--- src/rtl/url_part_locator_macros.svh ---
// ---------------------------------------------------------------------------
// url_part_locator_macros.svh
// assertion macros for the url part locator rtl
// ---------------------------------------------------------------------------
`ifndef URL_PART_LOCATOR_MACROS_SVH
`define URL_PART_LOCATOR_MACROS_SVH

`ifndef SYNTHESIS
// same-cycle implication, sampled on clk_i, off during reset
`define UPL_ASSERT_HOLD(lbl, ante, cons) \
  lbl: assert property (@(posedge clk_i) disable iff (!rst_ni) (ante) |-> (cons)) \
    else $error("url_part_locator: assertion failed");
// next-cycle implication, sampled on clk_i, off during reset
`define UPL_ASSERT_NEXT(lbl, ante, cons) \
  lbl: assert property (@(posedge clk_i) disable iff (!rst_ni) (ante) |=> (cons)) \
    else $error("url_part_locator: assertion failed");
`else
`define UPL_ASSERT_HOLD(lbl, ante, cons)
`define UPL_ASSERT_NEXT(lbl, ante, cons)
`endif

`endif

--- src/rtl/upl_pkg.sv ---
// ---------------------------------------------------------------------------
// upl_pkg
// widths, types and helpers shared by the url part locator
// ---------------------------------------------------------------------------
package upl_pkg;

  // longest stream that is examined, in bytes
  localparam int MAX_URL_BYTES = 4096;

  // byte counter holds 0..MAX_URL_BYTES
  localparam int IDX_W   = $clog2(MAX_URL_BYTES + 1);
  // result field widths
  localparam int START_W = 12;
  localparam int LEN_W   = 13;
  // width for offset arithmetic
  localparam int CALC_W  = (IDX_W > LEN_W) ? IDX_W : LEN_W;

  // position marker meaning not seen
  localparam logic [IDX_W-1:0] POS_NONE = '1;

  // part selector codes, other codes are invalid
  typedef enum logic [3:0] {
    PART_AUTHORITY = 4'd0,
    PART_FILE      = 4'd1,
    PART_HOST      = 4'd2,
    PART_PATH      = 4'd3,
    PART_PROTOCOL  = 4'd4,
    PART_QUERY     = 4'd5,
    PART_REF       = 4'd6,
    PART_USERINFO  = 4'd7
  } part_sel_e;

  // one input beat held in the input register
  typedef struct packed {
    logic [7:0] url_byte;
    logic       last_byte;
  } upl_beat_t;

  // per-stream tracking state, also the snapshot at the last byte
  typedef struct packed {
    logic             over_len;
    logic [IDX_W-1:0] trim_pos;
    logic [IDX_W-1:0] nonspace_pos;
    logic [IDX_W-1:0] scheme_pos;
    logic [IDX_W-1:0] slash_pos;
    logic [IDX_W-1:0] quest_pos;
    logic [IDX_W-1:0] hash_pos;
    logic [IDX_W-1:0] at_pos;
    logic [IDX_W-1:0] hash_slash_pos;
    logic [IDX_W-1:0] quest_slash_pos;
    logic [IDX_W-1:0] hash_quest_pos;
    logic [IDX_W-1:0] colon_at_pos;
    logic [IDX_W-1:0] colon_scheme_pos;
  } upl_snap_t;

  localparam upl_snap_t SNAP_CLEAR = '{
    over_len:         1'b0,
    trim_pos:         POS_NONE,
    nonspace_pos:     POS_NONE,
    scheme_pos:       POS_NONE,
    slash_pos:        POS_NONE,
    quest_pos:        POS_NONE,
    hash_pos:         POS_NONE,
    at_pos:           POS_NONE,
    hash_slash_pos:   POS_NONE,
    quest_slash_pos:  POS_NONE,
    hash_quest_pos:   POS_NONE,
    colon_at_pos:     POS_NONE,
    colon_scheme_pos: POS_NONE
  };

  function automatic logic pos_none(input logic [IDX_W-1:0] pos);
    return pos == POS_NONE;
  endfunction

  function automatic logic [CALC_W-1:0] pos_wide(input logic [IDX_W-1:0] pos);
    return CALC_W'(pos);
  endfunction

endpackage

--- src/rtl/upl_tracker.sv ---
// ---------------------------------------------------------------------------
// upl_tracker
// per-byte delimiter tracking and snapshot of the state at the last byte
// ---------------------------------------------------------------------------
module upl_tracker import upl_pkg::*; (
  input  logic      clk_i,
  input  logic      rst_ni,
  input  logic      beat_valid_i,
  input  upl_beat_t beat_i,
  output logic      beat_take_o,
  input  logic      snap_take_i,
  output logic      snap_valid_o,
  output upl_snap_t snap_o
);

  localparam int IDX1_W = IDX_W + 1;

  localparam logic [7:0] CH_SPACE = 8'h20;
  localparam logic [7:0] CH_SLASH = 8'h2f;
  localparam logic [7:0] CH_COLON = 8'h3a;
  localparam logic [7:0] CH_QUEST = 8'h3f;
  localparam logic [7:0] CH_HASH  = 8'h23;
  localparam logic [7:0] CH_AT    = 8'h40;

  logic [IDX_W-1:0] idx_q, idx_d;
  logic [15:0]      prior_q, prior_d;
  upl_snap_t        trk_q, trk_d;
  upl_snap_t        snap_q;
  logic             snap_valid_q;
  logic             beat_fire;
  logic             past_scheme;
  logic [7:0]       c;

  // a last beat waits while the snapshot slot is occupied and not draining
  assign beat_take_o  = !beat_i.last_byte || !snap_valid_q || snap_take_i;
  assign beat_fire    = beat_valid_i && beat_take_o;
  assign snap_valid_o = snap_valid_q;
  assign snap_o       = snap_q;
  assign c            = beat_i.url_byte;

  // delimiters count only from the byte after "://"
  assign past_scheme = !pos_none(trk_q.scheme_pos) &&
                       (IDX1_W'(idx_q) > (IDX1_W'(trk_q.scheme_pos) + IDX1_W'(2)));

  // next tracking state for the byte in the input register
  always_comb begin
    trk_d   = trk_q;
    idx_d   = idx_q;
    prior_d = prior_q;
    if (idx_q >= IDX_W'(MAX_URL_BYTES)) begin
      trk_d.over_len = 1'b1;
    end else begin
      // trim bounds
      if (c != CH_SPACE) begin
        if (pos_none(trk_q.trim_pos)) trk_d.trim_pos = idx_q;
        trk_d.nonspace_pos = idx_q;
      end
      if (past_scheme) begin
        case (c)
          CH_SLASH: begin
            if (pos_none(trk_q.slash_pos)) trk_d.slash_pos = idx_q;
          end
          CH_QUEST: begin
            if (pos_none(trk_q.quest_pos)) trk_d.quest_pos = idx_q;
            if (!pos_none(trk_q.slash_pos) && pos_none(trk_q.quest_slash_pos))
              trk_d.quest_slash_pos = idx_q;
          end
          CH_HASH: begin
            if (pos_none(trk_q.hash_pos)) trk_d.hash_pos = idx_q;
            if (!pos_none(trk_q.slash_pos) && pos_none(trk_q.hash_slash_pos))
              trk_d.hash_slash_pos = idx_q;
            if (!pos_none(trk_q.quest_pos) && pos_none(trk_q.hash_quest_pos))
              trk_d.hash_quest_pos = idx_q;
          end
          CH_AT: begin
            if (pos_none(trk_q.at_pos)) trk_d.at_pos = idx_q;
          end
          CH_COLON: begin
            if (pos_none(trk_q.colon_scheme_pos)) trk_d.colon_scheme_pos = idx_q;
            if (!pos_none(trk_q.at_pos) && pos_none(trk_q.colon_at_pos))
              trk_d.colon_at_pos = idx_q;
          end
          default: ;
        endcase
      end else if (pos_none(trk_q.scheme_pos) && (c == CH_SLASH) &&
                   (prior_q == {CH_COLON, CH_SLASH})) begin
        // third byte of the first "://", mark its colon
        trk_d.scheme_pos = idx_q - IDX_W'(2);
      end
      prior_d = {prior_q[7:0], c};
      idx_d   = idx_q + IDX_W'(1);
    end
  end

  // tracking state, cleared after each last byte
  always_ff @(posedge clk_i or negedge rst_ni) begin
    if (!rst_ni) begin
      idx_q   <= '0;
      prior_q <= '0;
      trk_q   <= SNAP_CLEAR;
    end else if (beat_fire) begin
      if (beat_i.last_byte) begin
        idx_q   <= '0;
        prior_q <= '0;
        trk_q   <= SNAP_CLEAR;
      end else begin
        idx_q   <= idx_d;
        prior_q <= prior_d;
        trk_q   <= trk_d;
      end
    end
  end

  // snapshot slot valid
  always_ff @(posedge clk_i or negedge rst_ni) begin
    if (!rst_ni) begin
      snap_valid_q <= 1'b0;
    end else if (beat_fire && beat_i.last_byte) begin
      snap_valid_q <= 1'b1;
    end else if (snap_take_i) begin
      snap_valid_q <= 1'b0;
    end
  end

  // snapshot payload
  always_ff @(posedge clk_i) begin
    if (beat_fire && beat_i.last_byte) begin
      snap_q <= trk_d;
    end
  end

endmodule

--- config.mk ---
export PLATFORM = sky130hd
export DESIGN_NAME = upl_tracker
export DESIGN_NICKNAME = d
export VERILOG_FILES = /design/src/rtl/url_part_locator_macros.svh /design/src/rtl/upl_pkg.sv /design/src/rtl/upl_tracker.sv
export SDC_FILE = /design/constraint.sdc
export NUM_CORES = 1
export LEC_CHECK = 0
export BUFFER_PORTS_ARGS = -buffer_cell sky130_fd_sc_hd__clkbuf_2
export CAP_MARGIN = 20
export CORE_UTILIZATION = 35
export CTS_BUF_LIST = sky130_fd_sc_hd__clkbuf_8 sky130_fd_sc_hd__clkbuf_16
export CTS_CLUSTER_SIZE = 16
export DETAILED_ROUTE_END_ITERATION = 16
export PLACE_DENSITY = 0.59
export SLEW_MARGIN = 20
export SYNTH_ARGS = -nofsm -noshare
export SYNTH_HDL_FRONTEND = slang
export SYNTH_SLANG_ARGS = --single-unit
--- constraint.sdc ---
create_clock -name clk_i -period 6.9 [get_ports clk_i]
set_clock_uncertainty 0.2 [all_clocks]
set_input_delay 0 -clock clk_i [delete_from_list [all_inputs] [get_ports clk_i]]
set_output_delay 0 -clock clk_i [all_outputs]
set_load 0.03 [all_outputs]
Yosys cells after proc, flatten, opt, wreduce, memory -nomap -nowiden
Cells that the tools add are included.
W data, S select, Z words.

cells by class
  add/subtract/negate cells = 3
  $mul = 0
  divide/modulo/power cells = 0
  magnitude comparators = 2
  equality and inequality tests = 19
  shift operators = 0
  multiplexer cells = 31
  bitwise gates (word level) = 0
  reduce and logical (&&, ||, !) cells = 19

operators with widths
  cell                     count
  $mux W13                 21
  $mux W157                1
  $mux W156                1
  $eq A13 B13 Y1 const B   11
  $mux W117                1
  $mux W26                 2
  $eq A8 B6 Y1 const B     4
  $mux W16                 2
  $eq A16 B14 Y1 const B   1
  $add A13 B2 Y14 const B  1
  $gt A13 B14 Y1           1
  $add A13 B1 Y13 const B  1
  $ge A13 B13 Y1 const B   1
  $sub A13 B2 Y13 const B  1
  $logic_and A1 B1 Y1      9
  $eq A8 B7 Y1 const B     1
  $ne A8 B6 Y1 const B     1
  $logic_not A1 Y1         6
  $mux W1                  3
  $logic_or A1 B1 Y1       2
  $ne A2 B2 Y1 const B     1
  $reduce_and A2 Y1        1
  $reduce_bool A2 Y1       1

word-level totals
  bits in registers = 344
  latch bits = 0
  memory bits (writable) = 0
  ROM bits = 0
  bits of input ports = 13
  output and inout port bits = 159
  logic and storage cells = 103
  memories kept = 0

Longest topological paths before layout
Gate-level depths: netlist of run 1.

  word-level depth = 8
  gate-level depth with buffers = 14
  mapped depth without buffers = 10

Worst setup path after synthesis of run 1
No wires, ideal clock.

  path kind = flip-flop to flip-flop
  start point = register snap_valid_q, in the netlist snap_valid_o
  end point = register snap_q, in the netlist snap_o[0], enable pin
  setup time = 0.583 ns
  arrival time = 6.078 ns
  data required time = 6.117 ns
  setup slack = 0.039 ns
  cell stages (with the launch flop) = 7
  buffers on the path = 2
  clock period less this slack = 6.861 ns
  cell sequence = dfrtp_1 > nand3b_1 > and2_1 > nand2_1 > inv_2 > clkbuf_1 > clkbuf_1

between the ends
  longest elaborated chain between the ends = 5

ends and longest elaborated chain
  element                          line                RTL
  from (decl)                      upl_tracker.sv:29   logic snap_valid_q;
  from (signal assigned)           upl_tracker.sv:117  snap_valid_q <= 1'b0;
  from (signal assigned)           upl_tracker.sv:119  snap_valid_q <= 1'b1;
  from (signal assigned)           upl_tracker.sv:121  snap_valid_q <= 1'b0;
  $logic_not A1 Y1                 upl_tracker.sv:35   assign beat_take_o = !beat_i.last_byte || !snap_valid_q || snap_take_i;
  $logic_or A1 B1 Y1 (2 in a row)  upl_tracker.sv:35
  via beat_take_o                  upl_tracker.sv:10   output logic beat_take_o,
  $logic_and A1 B1 Y1              upl_tracker.sv:36   assign beat_fire = beat_valid_i && beat_take_o;
  $logic_and A1 B1 Y1              upl_tracker.sv:127  if (beat_fire && beat_i.last_byte) begin
  to (signal assigned)             upl_tracker.sv:128  snap_q <= trk_d;
  to (decl)                        upl_tracker.sv:28   upl_snap_t snap_q;

The timed path passes the listed nets, and every way through them passes these cells.
A chain may end at the register's enable or synchronous reset.

Worst setup path in the final report of run 1
  start point = register trk_q[120] in the netlist's numbering
  end point = register trk_q[11] in the netlist's numbering

between the ends
  longest elaborated chain between the ends = 6
  elaborated cells on any way between the ends = 8
  classes of those cells = 1 x add/sub; 1 x order compare; 1 x eq/ne; 3 x mux; 2 x reduce/logical

ends and longest elaborated chain
  element                                             line                                  RTL
  from (decl)                                         upl_tracker.sv:27                     upl_snap_t trk_q, trk_d;
  from (signal assigned)                              upl_tracker.sv:109                    trk_q <= trk_d;
  $add A13 B2 Y14 or $eq A13 B13 Y1 (tied branches)   upl_tracker.sv:43, upl_pkg.sv:73
  $gt A13 B14 Y1 or $logic_not A1 Y1 (tied branches)  upl_tracker.sv:43, upl_tracker.sv:42
  $logic_and A1 B1 Y1 *                               upl_tracker.sv:42                     assign past_scheme = !pos_none(trk_q.scheme_pos) &&
  $mux W117 *                                         upl_tracker.sv:58                     if (past_scheme) begin
  $mux W156 *                                         upl_tracker.sv:50                     if (idx_q >= IDX_W'(MAX_URL_BYTES)) begin
  $mux W157 *                                         upl_tracker.sv:102                    if (beat_i.last_byte) begin

Every way passes the cells marked *; elsewhere a longest branch is shown, timed or not.

==> impl_metrics.toml, run 1 <==
[logic_synthesis]
synth_top_flop_cell = "edfxtp_1"
synth_nets = 1252
syn_area_per_cell_um2 = 12.4
ys_types = 66
yosysSeqAreaShare_pct = 63.6
synth_area_mm2 = 0.0151
yosysWarnings = 0
yosys_register_bits = 344
async_reset_ff_share_pct = 54.4
syn_inst = 1220
synth_edf_count = 157

[clock_network]
cts.sinks = 344
clk_latency_ps = 540
clock_tree.root_cell = "clkbuf_16"
cts_resized = 0
cts_inserted_buffers = 38
cts_hold_buf = 22
clockBufferDepth = 3
cts_tree = "done"
clk_transition_reported_paths_ps = 60
cts_setup_buffers = 0
cts-htree-levels = 2

[setup_path]
worstPathRequired_ps = 7120
critPathSlowestCell = "nor3_1"
cpPeakStageDelay_ps = 900
arrival_ps = 4480
cp-start-kind = "register"
worstSetupEndpointType = "register"
crit_chain = "nand3_1 > nor3_1 > nand3_1 > xor2_1 > ha_1 > nand3_2 > o41a_1 > nand2_1 > nor3_1 > a21oi_1"
worst-path-max-fanout = 13
crit_type = "register to register"

[routing]
wirelength_um = 43000
drt-pass1-iter-count = 5
drc = 0
vias = 10700
ant_nets = 0
detail_route.wl_per_cell_um = 22.0
drt_first_iter_violations = 824
post_drt_via_cell_ratio = 5.50

[pwr]
power_per_cell_area_mw_per_mm2 = 288
total_power_mw = 5.21
ir_worst_vdd_uv = 163
p_leak_nw = 6.66

[die]
coreArea_mm2 = 0.0422
io_pins = 172
die_w_um = 210
die-area_mm2 = 0.0439
fp.dieH_um = 210
row_count = 75
start_util_pct = 35.7

[timing]
fin_tns_setup_ps = 0
report.final.setup_viol = 0
slew_headroom_pct = 28.9
fmax_ghz = 0.234
slew_violations = 0
fin_crit_sh_pct = 61.8
finalHoldViolations = 0
rsz0062_at_grt = "no"
fin_crit_ps = 4270
worstMarginPinSlew_ps = 1060

[global_routing]
grt_pass1_vias = 10600
grt_pass1_wl_um = 65500
gr-total-overflow = 0
antenna_found_initial = 0
grt_max_degree = 129
grt_usage_pct = 19.6

[finish]
drive_above_1_share_pct = 32.3
finalNonFillerCells = 1950
regArea_mm2 = 0.00959
antennaDiodeCount = 0
nNetsFinal = 1413
layout_commonest_cell = "clkbuf_2"
final_cell_mix = "clkbuf_2, edfxtp_1, dfstp_2"
syn2layout_area_growth_pct = 19.7
fillers = 3953
multi_input_area_mm2 = 0.00505

[placement]
dpl.hpwl_um = 27300
dpl.cell_count = 1858
gp_congestion = 0.847
port_buffers = 171

[flow_run]
cap_violations = 0

[run_status]
status = "complete, no violations"

[min_path]
hold_path.class = "primary input to asynchronous set/reset pin"
[per-stage QoR]
stage / hold WS [ps] / instance area, µm² / setup WS [ps] / utilization (%)
floorplan: -496 / 15100 / 39.2 / -
global placement: -4.50 / 16400 / 2700 / 38.8
detailed placement: 11.4 / 16400 / 2610 / 38.8
CTS: 49.5 / 18000 / 2580 / 42.6
global route: 94.0 / 18100 / 2360 / 42.8
finish: 40.4 / 18100 / 2630 / 42.8
[cell type report]
type                    instances  share of cell area [%]
flip-flops and latches        344                    53.1
multi-input cells             762                    28.0
repair buffers                220                    7.21
clock buffers                  50                    6.43
well taps                     539                    3.74
clock inverters                20                    1.19
inverters                      15                   0.353
[synth_stat cells, drive strengths merged (3+ instances only)]
master | number | area share, %
buf | 44 | 1.6
nor3 | 35 | 1.2
o31a | 72 | 4.2
or2 | 3 | 0.12
xor2 | 8 | 0.46
a21boi | 12 | 0.60
nand4 | 31 | 1.4
or4 | 7 | 0.35
or4b | 3 | 0.20
and3 | 4 | 0.21
o211ai | 26 | 1.3
edfxtp | 157 | 31
and2 | 6 | 0.25
o21ai | 21 | 0.72
a22o | 17 | 0.99
xnor2 | 15 | 0.87
nor4 | 14 | 0.72
dfrtp | 31 | 5.1
nor2 | 113 | 2.8
nor4bb | 3 | 0.20
or3 | 4 | 0.17
o2111ai | 4 | 0.23
mux2 | 14 | 1.0
a21o | 40 | 2.0
a21oi | 95 | 3.3
o22a | 24 | 1.4
nand2 | 48 | 1.2
o21a | 55 | 2.7
dfstp | 156 | 27
inv | 15 | 0.37
ha | 19 | 1.6
nand3b | 3 | 0.15
nand3 | 44 | 1.5
clkbuf | 55 | 1.4
nand4b | 3 | 0.17
[final timing paths]
kind | to | start | cells after the start | slack, ps
max | trk_q[11]$_DFFE_PN1P_ | trk_q[120]$_DFFE_PN1P_ | 10 | 2630
min | trk_q[153]$_DFFE_PN1P_ | rst_ni | 2 | 40
max reg2reg | trk_q[11]$_DFFE_PN1P_ | trk_q[120]$_DFFE_PN1P_ | 10 | 2630
min reg2reg | trk_q[142]$_DFFE_PN1P_ | trk_q[142]$_DFFE_PN1P_ | 2 | 260
max in group asynchronous | prior_q[6]$_DFFE_PN0P_ | rst_ni | 3 | 5500
min in group clk_i | trk_q[142]$_DFFE_PN1P_ | trk_q[142]$_DFFE_PN1P_ | 2 | 260
[per-layer routing]
layer,vias up,global-route usage (%),wire [µm]
met1,5371,28.1,19600
met2,402,30.0,19600
met3,61,3.80,2850
li1,4896,-,-
met5,-,0,0
met4,0,5.69,904
[kinds of logic (layout without fill, tap and decap cells)]
kind of cell             Yosys count  after routing  synth area share [%]
AO/OA/AOI/OAI                    374            374                  17.9
XOR/XNOR                          23             23                  1.34
adder cells (fa/ha/maj)           19             19                  1.58
buffers and inverters            114            305                  3.38
flip-flops                       344            344                  63.6
multiplexers                      14             14                  1.05
AND/OR/NAND/NOR                  332            332                  11.2
[registers in the layout (all words and copies together) (netlist names)]
| signal | count |
|---|---|
| snap_o | 157 |
| idx_q | 13 |
| prior_q | 16 |
| snap_valid_o | 1 |
| trk_q | 157 |
[power by group]
part,switching [mW],internal (mW),leakage (nW)
sequential,0.0403,2.26,3.10
clock,0.823,1.37,0.704
combinational,0.528,0.190,2.85
[worst max-delay path, delay by kind of cell (launching register included)]
kind	cells	cell delay, ps
simple gates	6	2210
compound gates	2	630
flops	1	610
fa+ha+maj	1	320
xor+xnor	1	160
Power figures use the tool's default switching activity.
==> run 2: changes to the inputs <==
Settings changed: PLACE_DENSITY 0.59 to 0.57.
Clock period 6.9 ns to 4 ns, I/O delays scaled along.
==> impl_metrics.toml, run 2 (synthesis results as in run 1) <==
[timing]
whs_ps = -36.6
fmax_ghz = 0.267
slew_headroom_pct = 31.3
report.final.setup_viol = 0
slew_violations = 0
fin_crit_sh_pct = 93.7
worstMarginPinSlew_ps = 1030
rsz0062_at_grt = "no"
finalHoldViolations = 8
fin_crit_ps = 3750
fin_tns_setup_ps = 0

[placement]
dpl.cell_count = 1883
gp_congestion = 0.858
dpl_cell_area_mm2 = 0.0167
port_buffers = 171
dpl.hpwl_um = 27800

[routing]
wirelength_um = 43900
m1WireLength_um = 19700
drt_first_iter_violations = 918
highest_layer = "met4"
ant_nets = 0
drt-pass1-iter-count = 5
dr_wl_met2_um = 20300
post_drt_via_cell_ratio = 5.56
vias = 11000
wl_met3_um = 2720
drc = 0
detail_route.wl_per_cell_um = 22.2

[run_status]
status = "complete, but fails checks"
violations = "hold timing"

[setup_path]
ff2ff_path_depth = 12
worstPathRequired_ps = 4080
startpoint = "trk_q[120]$_DFFE_PN1P_"
worst-path-max-fanout = 30
crit_type = "register to register"
r2r_start = "trk_q[120]$_DFFE_PN1P_"
arrival_ps = 3830
reg2reg_to = "snap_o[63]$_DFFE_PP_"
worstSetupEndpoint = "snap_o[63]$_DFFE_PP_"
worstSetupEndpointType = "register"
r2r_slack_ps = 250
cp-start-kind = "register"

[clock_network]
cts-htree-levels = 2
cts.sinks = 344
cts_tree = "done"
clock_tree.root_cell = "clkbuf_16"
cts_inserted_buffers = 38
clk_latency_ps = 540
clockBufferDepth = 3
cts_setup_buffers = 0
clk_transition_reported_paths_ps = 60

[global_routing]
grt_pass1_vias = 10700
antenna_found_initial = 0
grt_pass1_wl_um = 66300
gr-total-overflow = 0
grt_max_degree = 103
grt_usage_pct = 19.8

[finish]
syn2layout_area_growth_pct = 20.4
layout_commonest_cell = "clkbuf_2"
nNetsFinal = 1437
antennaDiodeCount = 0
utilization_pct = 43.0
stdcell_area_mm2 = 0.0182
drive_above_1_share_pct = 32.8
final_cell_mix = "clkbuf_2, edfxtp_1, dfstp_2"
finalNonFillerCells = 1974

[die]
die-area_mm2 = 0.0439
io_pins = 172
fp.dieH_um = 210
row_count = 75
start_util_pct = 35.7
coreArea_mm2 = 0.0422
die_w_um = 210

[min_path]
hold_path.class = "primary input to asynchronous set/reset pin"

[pwr]
power_per_cell_area_mw_per_mm2 = 489
ir_worst_vdd_uv = 303
p_leak_nw = 6.76

[flow_run]
cap_violations = 0
run 2: worst min path at each step:
stage                                           to  slack [ps]  depth (start not counted)
after global routing      snap_valid_o$_DFFE_PN0P_          30                          3
after floorplan               idx_q[0]$_DFFE_PN0P_        -500                          0
after CTS                    idx_q[10]$_DFFE_PN0P_           7                          2
after detailed placement  snap_valid_o$_DFFE_PN0P_          -3                          2
after global placement        idx_q[7]$_DFFE_PN0P_         -10                          1
final                         idx_q[5]$_DFFE_PN0P_         -40                          2
run 2: critical path, cell delays in order, from the launching register on:
cell and delay, ps:
dfstp_2 620, nand3_1 200, nor3_1 290, nand3_1 120, xor2_1 160, ha_1 330
nand3_2 130, nor3_1 330, or3_1 220, buf_4 320, o2111ai_1 170, buf_4 220
o21a_1 190
run 2: power breakdown:
group,internal [mW],leakage (nW),switching [mW]
registers,3.90,3.10,0.0668
clock network,2.15,0.676,1.43
logic,0.406,2.99,0.935
total,6.45,6.76,2.43
run 2: area by class of cell:
type | instances | area, µm²
fill | 3966 | 24100
timing repair buffer | 244 | 1540
clock inverter | 23 | 176
multi-input combinational | 762 | 5020
tap | 539 | 674
inverter | 15 | 63.8
clock buffer | 47 | 1110
sequential | 344 | 9590
run 2: what timing repair did:
action,4_1_cts,5_1_grt
gates resized for setup,0,2
hold buffers,21,0
setup endpoints to repair,0,48
endpoints found under the hold margin,140,0
run 2: metal layers:
metal | GRT usage, % | vias to the layer above
met2 | 30.9 | 386
met4 | 6.29 | 0
met5 | 0 | -
met1 | 27.9 | 5554
li1 | - | 4957
met3 | 3.86 | 83
run 2: through the flow:
step / worst slack [ps] / power [mW] / hold slack, ps
final: 251 / 8.89 / -36.6
after global routing: 13.8 / 9.21 / 30.3
after CTS: 135 / 8.96 / 6.58
after detailed placement: 148 / 5.33 / -3.07
after global placement: 231 / 5.31 / -9.88
after floorplan: 428 / 4.84 / -496
==> run 3: changes to the inputs <==
Settings changed: CELL_PAD_IN_SITES_DETAIL_PLACEMENT set to 0, CELL_PAD_IN_SITES_GLOBAL_PLACEMENT set to 1, PLACE_DENSITY 0.57 to 0.67.
==> impl_metrics.toml, run 3 (synthesis results as in run 1) <==
[clock_network]
clk_transition_reported_paths_ps = 60
cts_tree = "done"
cts.sinks = 344
clockBufferDepth = 3
clk_latency_ps = 540
cts-htree-levels = 2
cts_inserted_buffers = 39
clock_tree.root_cell = "clkbuf_16"

[timing]
whs_ps = 127
slew_violations = 0
fin_crit_sh_pct = 94.1
rsz0062_at_grt = "no"
report.final.setup_viol = 0
fin_tns_setup_ps = 0
worstMarginPinSlew_ps = 902
fin_crit_ps = 3770
fmax_ghz = 0.266
slew_headroom_pct = 39.9
finalHoldViolations = 0

[global_routing]
gr-total-overflow = 0
grt_max_degree = 103
grt_pass1_vias = 10900
antenna_found_initial = 0
grt_pass1_wl_um = 67800
grt_usage_pct = 20.3

[setup_path]
crit_type = "register to register"
cp-start-kind = "register"
r2r_slack_ps = 230
worstSetupEndpointType = "register"
worst-path-max-fanout = 13
arrival_ps = 4020
worstPathRequired_ps = 4250

[routing]
drt_first_iter_violations = 1012
drc = 0
drt-pass1-iter-count = 7
ant_nets = 0
wirelength_um = 45000
detail_route.wl_per_cell_um = 22.7
post_drt_via_cell_ratio = 5.52
vias = 10900

[placement]
dpl.hpwl_um = 28600
port_buffers = 171
gp_congestion = 0.840

[pwr]
switching_share_pct = 27.5
ir_worst_vdd_uv = 282
p_clk_share_pct = 40.5
power_switching_mw = 2.47
pwr-share-comb_pct = 15.3
sequentialPowerShare_pct = 44.2
p_leak_nw = 6.81
power_per_cell_area_mw_per_mm2 = 491
p_int_mw = 6.51

[finish]
fillers = 3997
final_cell_mix = "clkbuf_2, edfxtp_1, dfstp_2"
nNetsFinal = 1445
syn2layout_area_growth_pct = 21.2
layout_commonest_cell = "clkbuf_2"
antennaDiodeCount = 0
drive_above_1_share_pct = 33.4

[flow_run]
cap_violations = 0

[die]
coreArea_mm2 = 0.0422
start_util_pct = 35.7
die-area_mm2 = 0.0439
fp.dieH_um = 210
row_count = 75
die_w_um = 210
io_pins = 172

[run_status]
status = "complete, no violations"

[min_path]
hold_path.class = "primary input to asynchronous set/reset pin"
==> run 3: cell types whose count changed in the layout (fill, tap and decap cells not counted), moves of 2 or more <==
cell,before,now
inv_1,25,20
buf_12,6,9
buf_6,1,3
clkbuf_16,41,43
clkinv_4,0,2
inv_6,0,2
==> run 3: area by class of cell <==
type | count | area (µm²) | share of cell area [%]
timing repair buffer | 251 | 1640 | 8.95
tap | 539 | 674 | 3.69
sequential | 344 | 9590 | 52.4
inverter | 15 | 63.8 | 0.349
clock buffer | 48 | 1140 | 6.26
clock inverter | 22 | 169 | 0.924
multi-input combinational | 762 | 5010 | 27.4
==> run 3: repair_timing <==
item,CTS,global route
gates resized for setup,0,3
hold buffers,23,0
endpoints found under the hold margin,109,0
setup endpoints to repair,0,39
buffers inserted,0,0
==> run 3: layer usage <==
metal	wire length, µm	track usage (%)	part of all wire, %	vias to the layer above
met3	2610	3.50	5.8	63
met5	0	0	0	-
met2	20700	31.5	46	363
met1	20700	29.4	46	5537
met4	1020	5.59	2.3	0
li1	-	-	-	4965
==> run 3: power by group through the flow <==
stage | Sequential [mW] | Clock, mW | Combinational, mW
global route | 3.98 | 3.85 | 1.49
finish | 3.97 | 3.63 | 1.38
floorplan | 4.11 | 0 | 0.725
CTS | 3.97 | 3.71 | 1.37
global placement | 4.03 | 0 | 1.32
detailed placement | 4.03 | 0 | 1.33
==> run 3: path summary, 6_finish.rpt <==
| check | from | to | depth (start not counted) |
|---|---|---|---|
| setup reg to reg | trk_q[120]$_DFFE_PN1P_ | trk_q[17]$_DFFE_PN1P_ | 11 |
| max in group asynchronous | rst_ni | trk_q[32]$_DFFE_PN1P_ | 3 |
| hold / removal | rst_ni | trk_q[144]$_DFFE_PN1P_ | 2 |
| min in group clk_i | trk_q[142]$_DFFE_PN1P_ | trk_q[142]$_DFFE_PN1P_ | 2 |
| hold reg to reg | trk_q[142]$_DFFE_PN1P_ | trk_q[142]$_DFFE_PN1P_ | 2 |
| setup / recovery | trk_q[120]$_DFFE_PN1P_ | trk_q[17]$_DFFE_PN1P_ | 11 |
==> run 3: critical path: stages, from the launching register on <==
cell	delay (ps)
dfstp_2	620
nand3_1	190
nor3_1	310
nand3_1	130
xor2_1	160
ha_1	340
nand3_2	150
o41a_1	600
nand2_1	500
nor3_1	140
buf_4	200
a21oi_1	140
==> run 3: stage by stage <==
step	instance area [µm²]	utilization (%)	std cells	setup slack (ps)	total power, mW
CTS	18300	43.3	1981	223	9.05
global placement	16700	39.6	1888	289	5.35
floorplan	15100	-	1220	428	4.84
detailed placement	16700	39.6	1888	264	5.36
global route	18300	43.3	1981	54.8	9.33
finish	18300	43.3	1981	234	8.98
